===== src/rtl/tep_pkg.sv =====
// ----------------------------------------------------------------------------
// tep_pkg
// Types and constants shared by the exponential series evaluator.
// ----------------------------------------------------------------------------
package tep_pkg;

    localparam int unsigned X_W      = 16;
    localparam int unsigned SUM_W    = 32;
    localparam int unsigned CNT_W    = 5;
    localparam int unsigned X_FRAC   = 12;
    localparam int unsigned RCP_FRAC = 24;
    localparam int unsigned RCP_W    = RCP_FRAC + 1;
    localparam int unsigned MAG1_W   = 35;
    localparam int unsigned LO_W     = 18;
    localparam int unsigned HI_W     = MAG1_W - LO_W;

    localparam logic [CNT_W-1:0]         TERM_COUNT_RST = CNT_W'(16);
    localparam logic signed [SUM_W-1:0]  ONE_Q16        = 32'sd65536;
    localparam logic signed [SUM_W-1:0]  SAT_MAX        = 32'sh7FFF_FFFF;
    localparam logic signed [SUM_W-1:0]  SAT_MIN        = 32'sh8000_0000;

    typedef enum logic [2:0] {
        S_IDLE,
        S_MUL1,
        S_MULLO,
        S_MULHI,
        S_TERM,
        S_SUM,
        S_DONE
    } t_state;

    typedef struct packed {
        logic load;
        logic mul1;
        logic mullo;
        logic mulhi;
        logic term;
        logic sum;
        logic out_load;
    } t_cmd;

    typedef struct packed {
        logic out_free;
    } t_status;

endpackage


===== src/rtl/tep_ctrl.sv =====
// ----------------------------------------------------------------------------
// tep_ctrl
// Sequencer: term counter, term count register and step control.
// ----------------------------------------------------------------------------
module tep_ctrl #(
    parameter int unsigned MAX_TERMS = 31,
    parameter int unsigned IDX_W     = $clog2(MAX_TERMS + 1)
) (
    input  logic                       i_clk,
    input  logic                       i_rst_n,
    input  logic                       i_cfg_wen,
    input  logic [tep_pkg::CNT_W-1:0]  i_cfg_wdata,
    input  logic                       i_in_valid,
    output logic                       o_in_ready,
    input  tep_pkg::t_status           i_status,
    output tep_pkg::t_cmd              o_cmd,
    output logic [IDX_W-1:0]           o_idx
);
    import tep_pkg::*;

    t_state                r_state, n_state;
    logic [CNT_W-1:0]      r_term_count;
    logic [IDX_W-1:0]      r_idx, n_idx;
    logic [IDX_W-1:0]      r_lim, n_lim;
    logic [IDX_W-1:0]      w_lim_cfg;

    assign w_lim_cfg = (32'(r_term_count) > MAX_TERMS) ? IDX_W'(MAX_TERMS)
                                                      : IDX_W'(r_term_count);
    assign o_idx     = r_idx;

    always_ff @(posedge i_clk) begin
        if (!i_rst_n) begin
            r_state      <= S_IDLE;
            r_term_count <= TERM_COUNT_RST;
            r_idx        <= '0;
            r_lim        <= '0;
        end else begin
            r_state <= n_state;
            r_idx   <= n_idx;
            r_lim   <= n_lim;
            if (i_cfg_wen) begin
                r_term_count <= i_cfg_wdata;
            end
        end
    end

    always_comb begin
        n_state    = r_state;
        n_idx      = r_idx;
        n_lim      = r_lim;
        o_cmd      = '0;
        o_in_ready = 1'b0;
        case (r_state)
            S_IDLE: begin
                o_in_ready = 1'b1;
                if (i_in_valid) begin
                    o_cmd.load = 1'b1;
                    n_idx      = IDX_W'(1);
                    n_lim      = w_lim_cfg;
                    n_state    = (w_lim_cfg == '0) ? S_DONE : S_MUL1;
                end
            end
            S_MUL1: begin
                o_cmd.mul1 = 1'b1;
                n_state    = S_MULLO;
            end
            S_MULLO: begin
                o_cmd.mullo = 1'b1;
                n_state     = S_MULHI;
            end
            S_MULHI: begin
                o_cmd.mulhi = 1'b1;
                n_state     = S_TERM;
            end
            S_TERM: begin
                o_cmd.term = 1'b1;
                n_state    = S_SUM;
            end
            S_SUM: begin
                o_cmd.sum = 1'b1;
                if (r_idx == r_lim) begin
                    n_state = S_DONE;
                end else begin
                    n_idx   = r_idx + IDX_W'(1);
                    n_state = S_MUL1;
                end
            end
            S_DONE: begin
                if (i_status.out_free) begin
                    o_cmd.out_load = 1'b1;
                    n_state        = S_IDLE;
                end
            end
            default: begin
                n_state = S_IDLE;
            end
        endcase
    end

endmodule


===== src/rtl/tep_datapath.sv =====
// ----------------------------------------------------------------------------
// tep_datapath
// Term and sum registers, shared multipliers, reciprocal table, result register.
// ----------------------------------------------------------------------------
module tep_datapath #(
    parameter int unsigned MAX_TERMS = 31,
    parameter int unsigned IDX_W     = $clog2(MAX_TERMS + 1)
) (
    input  logic                         i_clk,
    input  logic                         i_rst_n,
    input  tep_pkg::t_cmd                i_cmd,
    input  logic [IDX_W-1:0]             i_idx,
    output tep_pkg::t_status             o_status,
    input  logic [tep_pkg::X_W-1:0]      i_x,
    output logic                         o_out_valid,
    input  logic                         i_out_ready,
    output logic [tep_pkg::SUM_W-1:0]    o_out_sum,
    output logic                         o_out_ovf
);
    import tep_pkg::*;

    localparam int unsigned DEPTH = MAX_TERMS + 1;

    logic [RCP_W-1:0]            w_rcp_tab [DEPTH];
    logic [RCP_W-1:0]            w_rcp;

    logic [X_W-1:0]              r_x_mag;
    logic                        r_x_neg;
    logic signed [SUM_W-1:0]     r_term;
    logic signed [SUM_W-1:0]     r_sum;
    logic                        r_ovf;
    logic                        r_neg;
    logic [MAG1_W-1:0]           r_mag1;
    logic [LO_W+RCP_W-1:0]       r_lo;
    logic [HI_W+RCP_W-1:0]       r_hi;
    logic                        r_out_valid;
    logic [SUM_W-1:0]            r_out_sum;
    logic                        r_out_ovf;

    logic [SUM_W-1:0]            w_term_mag;
    logic [SUM_W+X_W-1:0]        w_p;
    logic [59:0]                 w_full;
    logic [MAG1_W:0]             w_t2_mag;
    logic signed [MAG1_W+1:0]    w_t2;
    logic signed [SUM_W:0]       w_sum;

    assign w_rcp_tab[0] = RCP_W'(1 << RCP_FRAC);
    for (genvar g = 1; g < DEPTH; g++) begin : g_rcp
        localparam logic [RCP_W-1:0] RCP = RCP_W'(((1 << RCP_FRAC) + g / 2) / g);
        assign w_rcp_tab[g] = RCP;
    end
    assign w_rcp = w_rcp_tab[i_idx];

    assign w_term_mag = r_term[SUM_W-1] ? SUM_W'(-r_term) : SUM_W'(r_term);
    assign w_p        = (SUM_W+X_W)'(w_term_mag) * (SUM_W+X_W)'(r_x_mag);
    assign w_full     = (60'(r_hi) << LO_W) + 60'(r_lo) + 60'(1 << (RCP_FRAC - 1));
    assign w_t2_mag   = w_full[RCP_FRAC+MAG1_W:RCP_FRAC];
    assign w_t2       = r_neg ? -$signed({1'b0, w_t2_mag}) : $signed({1'b0, w_t2_mag});
    assign w_sum      = (SUM_W+1)'(r_sum) + (SUM_W+1)'(r_term);

    assign o_status.out_free = !r_out_valid || i_out_ready;
    assign o_out_valid       = r_out_valid;
    assign o_out_sum         = r_out_sum;
    assign o_out_ovf         = r_out_ovf;

    always_ff @(posedge i_clk) begin
        if (i_cmd.load) begin
            r_x_neg <= i_x[X_W-1];
            r_x_mag <= i_x[X_W-1] ? X_W'(-i_x) : i_x;
            r_term  <= ONE_Q16;
            r_sum   <= ONE_Q16;
            r_ovf   <= 1'b0;
        end
        if (i_cmd.mul1) begin
            r_mag1 <= MAG1_W'((w_p + (SUM_W+X_W)'(1 << (X_FRAC - 1))) >> X_FRAC);
            r_neg  <= r_term[SUM_W-1] ^ r_x_neg;
        end
        if (i_cmd.mullo) begin
            r_lo <= (LO_W+RCP_W)'(r_mag1[LO_W-1:0]) * (LO_W+RCP_W)'(w_rcp);
        end
        if (i_cmd.mulhi) begin
            r_hi <= (HI_W+RCP_W)'(r_mag1[MAG1_W-1:LO_W]) * (HI_W+RCP_W)'(w_rcp);
        end
        if (i_cmd.term) begin
            if (w_t2 > (MAG1_W+2)'(SAT_MAX)) begin
                r_term <= SAT_MAX;
                r_ovf  <= 1'b1;
            end else if (w_t2 < (MAG1_W+2)'(SAT_MIN)) begin
                r_term <= SAT_MIN;
                r_ovf  <= 1'b1;
            end else begin
                r_term <= SUM_W'(w_t2);
            end
        end
        if (i_cmd.sum) begin
            if (w_sum > (SUM_W+1)'(SAT_MAX)) begin
                r_sum <= SAT_MAX;
                r_ovf <= 1'b1;
            end else if (w_sum < (SUM_W+1)'(SAT_MIN)) begin
                r_sum <= SAT_MIN;
                r_ovf <= 1'b1;
            end else begin
                r_sum <= SUM_W'(w_sum);
            end
        end
        if (i_cmd.out_load) begin
            r_out_sum <= r_sum;
            r_out_ovf <= r_ovf;
        end
    end

    always_ff @(posedge i_clk) begin
        if (!i_rst_n) begin
            r_out_valid <= 1'b0;
        end else if (i_cmd.out_load) begin
            r_out_valid <= 1'b1;
        end else if (i_out_ready) begin
            r_out_valid <= 1'b0;
        end
    end

endmodule


===== src/rtl/taylor_exp_evaluator_unit.sv =====
// ----------------------------------------------------------------------------
// taylor_exp_evaluator_unit
// Truncated Taylor series for exp(x): Q3.12 argument in, saturated Q15.16 out.
// ----------------------------------------------------------------------------
// Channel   Dir  Fields (lsb up)                 Request
// s_axis    in   tdata: x_value[15:0]             one argument
// m_axis    out  tdata: exp_value[31:0]           one series sum
//                tuser: overflow[0]
// cfg       in   i_cfg_wdata: term_count[4:0]     register write, no wait
//
// An argument runs N terms, N the term count capped at MAX_TERMS:
// each term passes through a multiply by x, two partial-product multiplies, a
// round and saturate step, and a sum step, all on one shared datapath.
// Reset clears the sequencer and result valid; term count returns to 16.
// A new argument is taken while the previous result waits on m_axis.
// ----------------------------------------------------------------------------
module taylor_exp_evaluator_unit #(
    parameter int unsigned MAX_TERMS = 31
) (
    input  logic                        i_clk,
    input  logic                        i_rst_n,
    input  logic                        i_cfg_wen,
    input  logic [tep_pkg::CNT_W-1:0]   i_cfg_wdata,
    input  logic                        s_axis_tvalid,
    output logic                        s_axis_tready,
    input  logic [15:0]                 s_axis_tdata,   // x_value[15:0]
    output logic                        m_axis_tvalid,
    input  logic                        m_axis_tready,
    output logic [31:0]                 m_axis_tdata,   // exp_value[31:0]
    output logic [0:0]                  m_axis_tuser    // overflow
);
    import tep_pkg::*;

    localparam int unsigned IDX_W = $clog2(MAX_TERMS + 1);

    t_cmd               w_cmd;
    t_status            w_status;
    logic [IDX_W-1:0]   w_idx;
    logic               w_ovf;

    tep_ctrl #(
        .MAX_TERMS (MAX_TERMS),
        .IDX_W     (IDX_W)
    ) u_ctrl (
        .i_clk       (i_clk),
        .i_rst_n     (i_rst_n),
        .i_cfg_wen   (i_cfg_wen),
        .i_cfg_wdata (i_cfg_wdata),
        .i_in_valid  (s_axis_tvalid),
        .o_in_ready  (s_axis_tready),
        .i_status    (w_status),
        .o_cmd       (w_cmd),
        .o_idx       (w_idx)
    );

    tep_datapath #(
        .MAX_TERMS (MAX_TERMS),
        .IDX_W     (IDX_W)
    ) u_datapath (
        .i_clk       (i_clk),
        .i_rst_n     (i_rst_n),
        .i_cmd       (w_cmd),
        .i_idx       (w_idx),
        .o_status    (w_status),
        .i_x         (s_axis_tdata),
        .o_out_valid (m_axis_tvalid),
        .i_out_ready (m_axis_tready),
        .o_out_sum   (m_axis_tdata),
        .o_out_ovf   (w_ovf)
    );

    assign m_axis_tuser = w_ovf;

endmodule

===== config.mk =====
export PLATFORM = sky130hd
export DESIGN_NAME = taylor_exp_evaluator_unit
export DESIGN_NICKNAME = d
export VERILOG_FILES = /design/src/rtl/tep_pkg.sv /design/src/rtl/tep_ctrl.sv /design/src/rtl/tep_datapath.sv /design/src/rtl/taylor_exp_evaluator_unit.sv
export SDC_FILE = /design/constraint.sdc
export NUM_CORES = 2
export LEC_CHECK = 0
export BUFFER_PORTS_ARGS = -buffer_cell sky130_fd_sc_hd__buf_2
export CORE_ASPECT_RATIO = 1.2
export CORE_UTILIZATION = 28
export CTS_CLUSTER_SIZE = 25
export DETAILED_ROUTE_END_ITERATION = 12
export RECOVER_POWER = 50
export SLEW_MARGIN = 20
export SYNTH_ARGS = -nofsm -noshare
export SYNTH_HDL_FRONTEND = slang
export SYNTH_SLANG_ARGS = --single-unit

===== constraint.sdc =====
create_clock -name i_clk -period 14.8 [get_ports i_clk]
set_input_delay 0.74 -clock i_clk [delete_from_list [all_inputs] [get_ports i_clk]]
set_output_delay 0.74 -clock i_clk [all_outputs]
set_load 0.01 [all_outputs]

==> impl_metrics.json <==
{
  "initial_core_util_pct": 28.2,
  "status": "finished with violations",
  "worst_pin_slew_ns": 2.91,
  "crit_required_ns": 15.12,
  "pin_count": 61,
  "timing.setup.tns_ns": 0,
  "synthFlopType": "edfxtp_1",
  "multi_input_area_sq_um": 43900,
  "crit_arrival_ns": 11.48,
  "die_y_um": 498,
  "placementRows": 181,
  "synth_cell_type_count": 110,
  "crit_type": "reg -> reg",
  "drv_slew": 250,
  "drive_gt1_share_pct": 4.80,
  "firstDrtPassIters": 5,
  "syn_avg_cell_area_sq_um": 9.03,
  "post-route-period-util_pct": 75.4,
  "grt_util_all_layers_pct": 14.7,
  "grt_pass1_wl_mm": 246,
  "synth_edf_count": 217,
  "clockRootBuffer": "clkbuf_16",
  "clock_latency_ns": 0.59,
  "clk_pin_slew_worst_paths_ns": 0.05,
  "ys_seq_elements": 237,
  "cts_resized": 0,
  "critPathLaunchType": "register",
  "grt_max_degree": 46,
  "hold_path.class": "in -> reg",
  "post-cts-setup-buffers": 0,
  "overflow": 0,
  "max_stage_delay_ns": 1.69,
  "wl_per_cell_um": 16.7,
  "end_kind": "register",
  "htreeDepth": 2,
  "cts_buffer_depth": 3,
  "numCtsBuffers": 34,
  "max-cap-violations": 7,
  "die_area_sq_um": 206000,
  "drc": 0,
  "path_delay_family": "adder cells",
  "vias_per_cell": 4.70,
  "drt-initial-drc-count": 2203,
  "violations": "capacitance limit, slew limit",
  "fin_nets": 7863,
  "ant_nets": 0,
  "setup_viol_count_final": 0,
  "die_x_um": 415,
  "syn-num-nets": 7961,
  "grt_pass1_vias": 45785,
  "area_delta_synth_final_pct": 7.82,
  "ys_async_sr_fraction_pct": 0,
  "vias": 41911,
  "dp_hpwl_mm": 116,
  "wl_mm": 149,
  "crit_path_max_fanout": 40,
  "fillerInstances": 21170,
  "maxSlewHeadroom_pct": -95.0,
  "yosysWarnings": 0,
  "syn_area_sq_um": 57300,
  "antenna_found_initial": 1,
  "path_buf_inv": 8,
  "synth-seq-area-share_pct": 12.1,
  "cts_tree": "done",
  "clock_sinks": 237,
  "fin_worst_skew_ns": 0.0358,
  "cts_hold_buf": 0,
  "max_freq_mhz": 89.6,
  "gp_congestion": 0.862,
  "regArea_sq_um": 6920,
  "post-route-min-period_ns": 11.16,
  "rsz0062_at_grt": "false",
  "hold_violations": 0,
  "core_sq_um": 203000,
  "cp_slowest_cell": "clkbuf_1",
  "portBuffers": 60,
  "synthCells": 6344
}
## stage by stage
stage               utilization (%)  instances  hold WS (ns)  area [sq um]  worst slack, ns
floorplan                         -       6344         0.409         57300             5.75
CTS                            30.4       8918         0.346         61700             4.87
global route                   30.4       8924         0.397         61800             3.08
finish                         30.5       8925         0.404         61800             3.64
detailed placement             29.9       8857         0.462         60700             4.93
global placement               29.9       8856         0.452         60600             4.97
## sequential cells by signal (all words and copies together) (netlist names)
signal,flops
u_datapath.r_lo,25
u_datapath.r_mag1,35
u_ctrl.r_term_count,5
u_ctrl.r_lim,5
u_datapath.r_neg,1
u_ctrl.r_state,3
u_datapath.r_ovf,1
u_datapath.r_x_neg,1
u_datapath.o_out_sum,32
u_datapath.r_x_mag,16
u_ctrl.o_idx,5
u_datapath.r_term,32
u_datapath.r_sum,32
u_datapath.o_out_valid,1
u_datapath.r_hi,42
u_datapath.o_out_ovf,1
## synth_stat cells, drive strengths merged (30+ instances only)
cell	instances	area, sq um
edfxtp	217	6520
inv	1446	5430
fa	1128	22600
xnor2	162	1420
clkbuf	275	1040
nand2	1031	3870
nor3	47	240
o21ai	120	604
o21a	30	233
and2	487	3050
nand3	43	220
ha	463	5790
xor2	60	526
a21oi	186	1060
a21o	65	492
nor2b	32	200
nor2	162	611
## cell usage in the layout, fill, tap and decap left out, types with 20 or more instances in the layout
cell type	n
xnor2_1	156
inv_1	1445
a21oi_2	33
o21ai_0	109
and2_1	483
edfxtp_1	217
buf_4	96
clkbuf_1	48
fa_1	1128
xor2_1	59
and3_1	20
a21o_1	62
buf_2	22
o31ai_1	22
nor2_1	160
nor3_1	45
nand2_1	1031
nand3_1	42
a21oi_1	146
clkbuf_16	35
ha_1	463
nor2b_1	32
o21a_1	29
## final cells by class
type	instances	share of cell area, %
inverter	1447	8.79
sequential	237	11.2
antenna	1	0.00405
timing repair buffer	167	1.81
tap	2653	5.37
clock buffer	43	1.50
multi-input combinational	4359	71.1
clock inverter	18	0.269
## worst paths after layout
check,start,endpoint,slack (ns),cells after the start
max,u_ctrl.o_idx[4],u_datapath.r_lo[42],3.64,32
min,i_cfg_wdata[4],u_ctrl.r_term_count[4],0.40,3
max reg2reg,u_ctrl.o_idx[4],u_datapath.r_lo[42],3.64,32
min reg2reg,u_datapath.r_ovf,u_datapath.o_out_ovf,0.46,0
## tightest hold or removal path, cell delays in order
cell     delay [ns]
buf_2          0.08
mux2i_1        0.06
nand2_1        0.06
## cells by family after synthesis
family | synth area share, %
buffers and inverters | 11.7
AND/OR/NAND/NOR | 16.1
adder cells (fa/ha/maj) | 49.5
flip-flops | 12.1
multiplexers | 0.312
XOR/XNOR | 3.39
AO/OA/AOI/OAI | 6.91
## layer usage
metal | vias up | GRT usage (%) | part of all wire (%) | wire length (um)
met3 | 241 | 1.35 | 4.5 | 6750
met2 | 1012 | 26.5 | 51 | 75600
met5 | - | 0 | 0 | 0
li1 | 18959 | - | - | -
met4 | 0 | 3.96 | 2.6 | 3880
met1 | 21699 | 18.7 | 42 | 63000
Power is left out: the tool's default activity adds up to more than one toggle a clock period on the data nets, which glitch-free logic cannot reach.
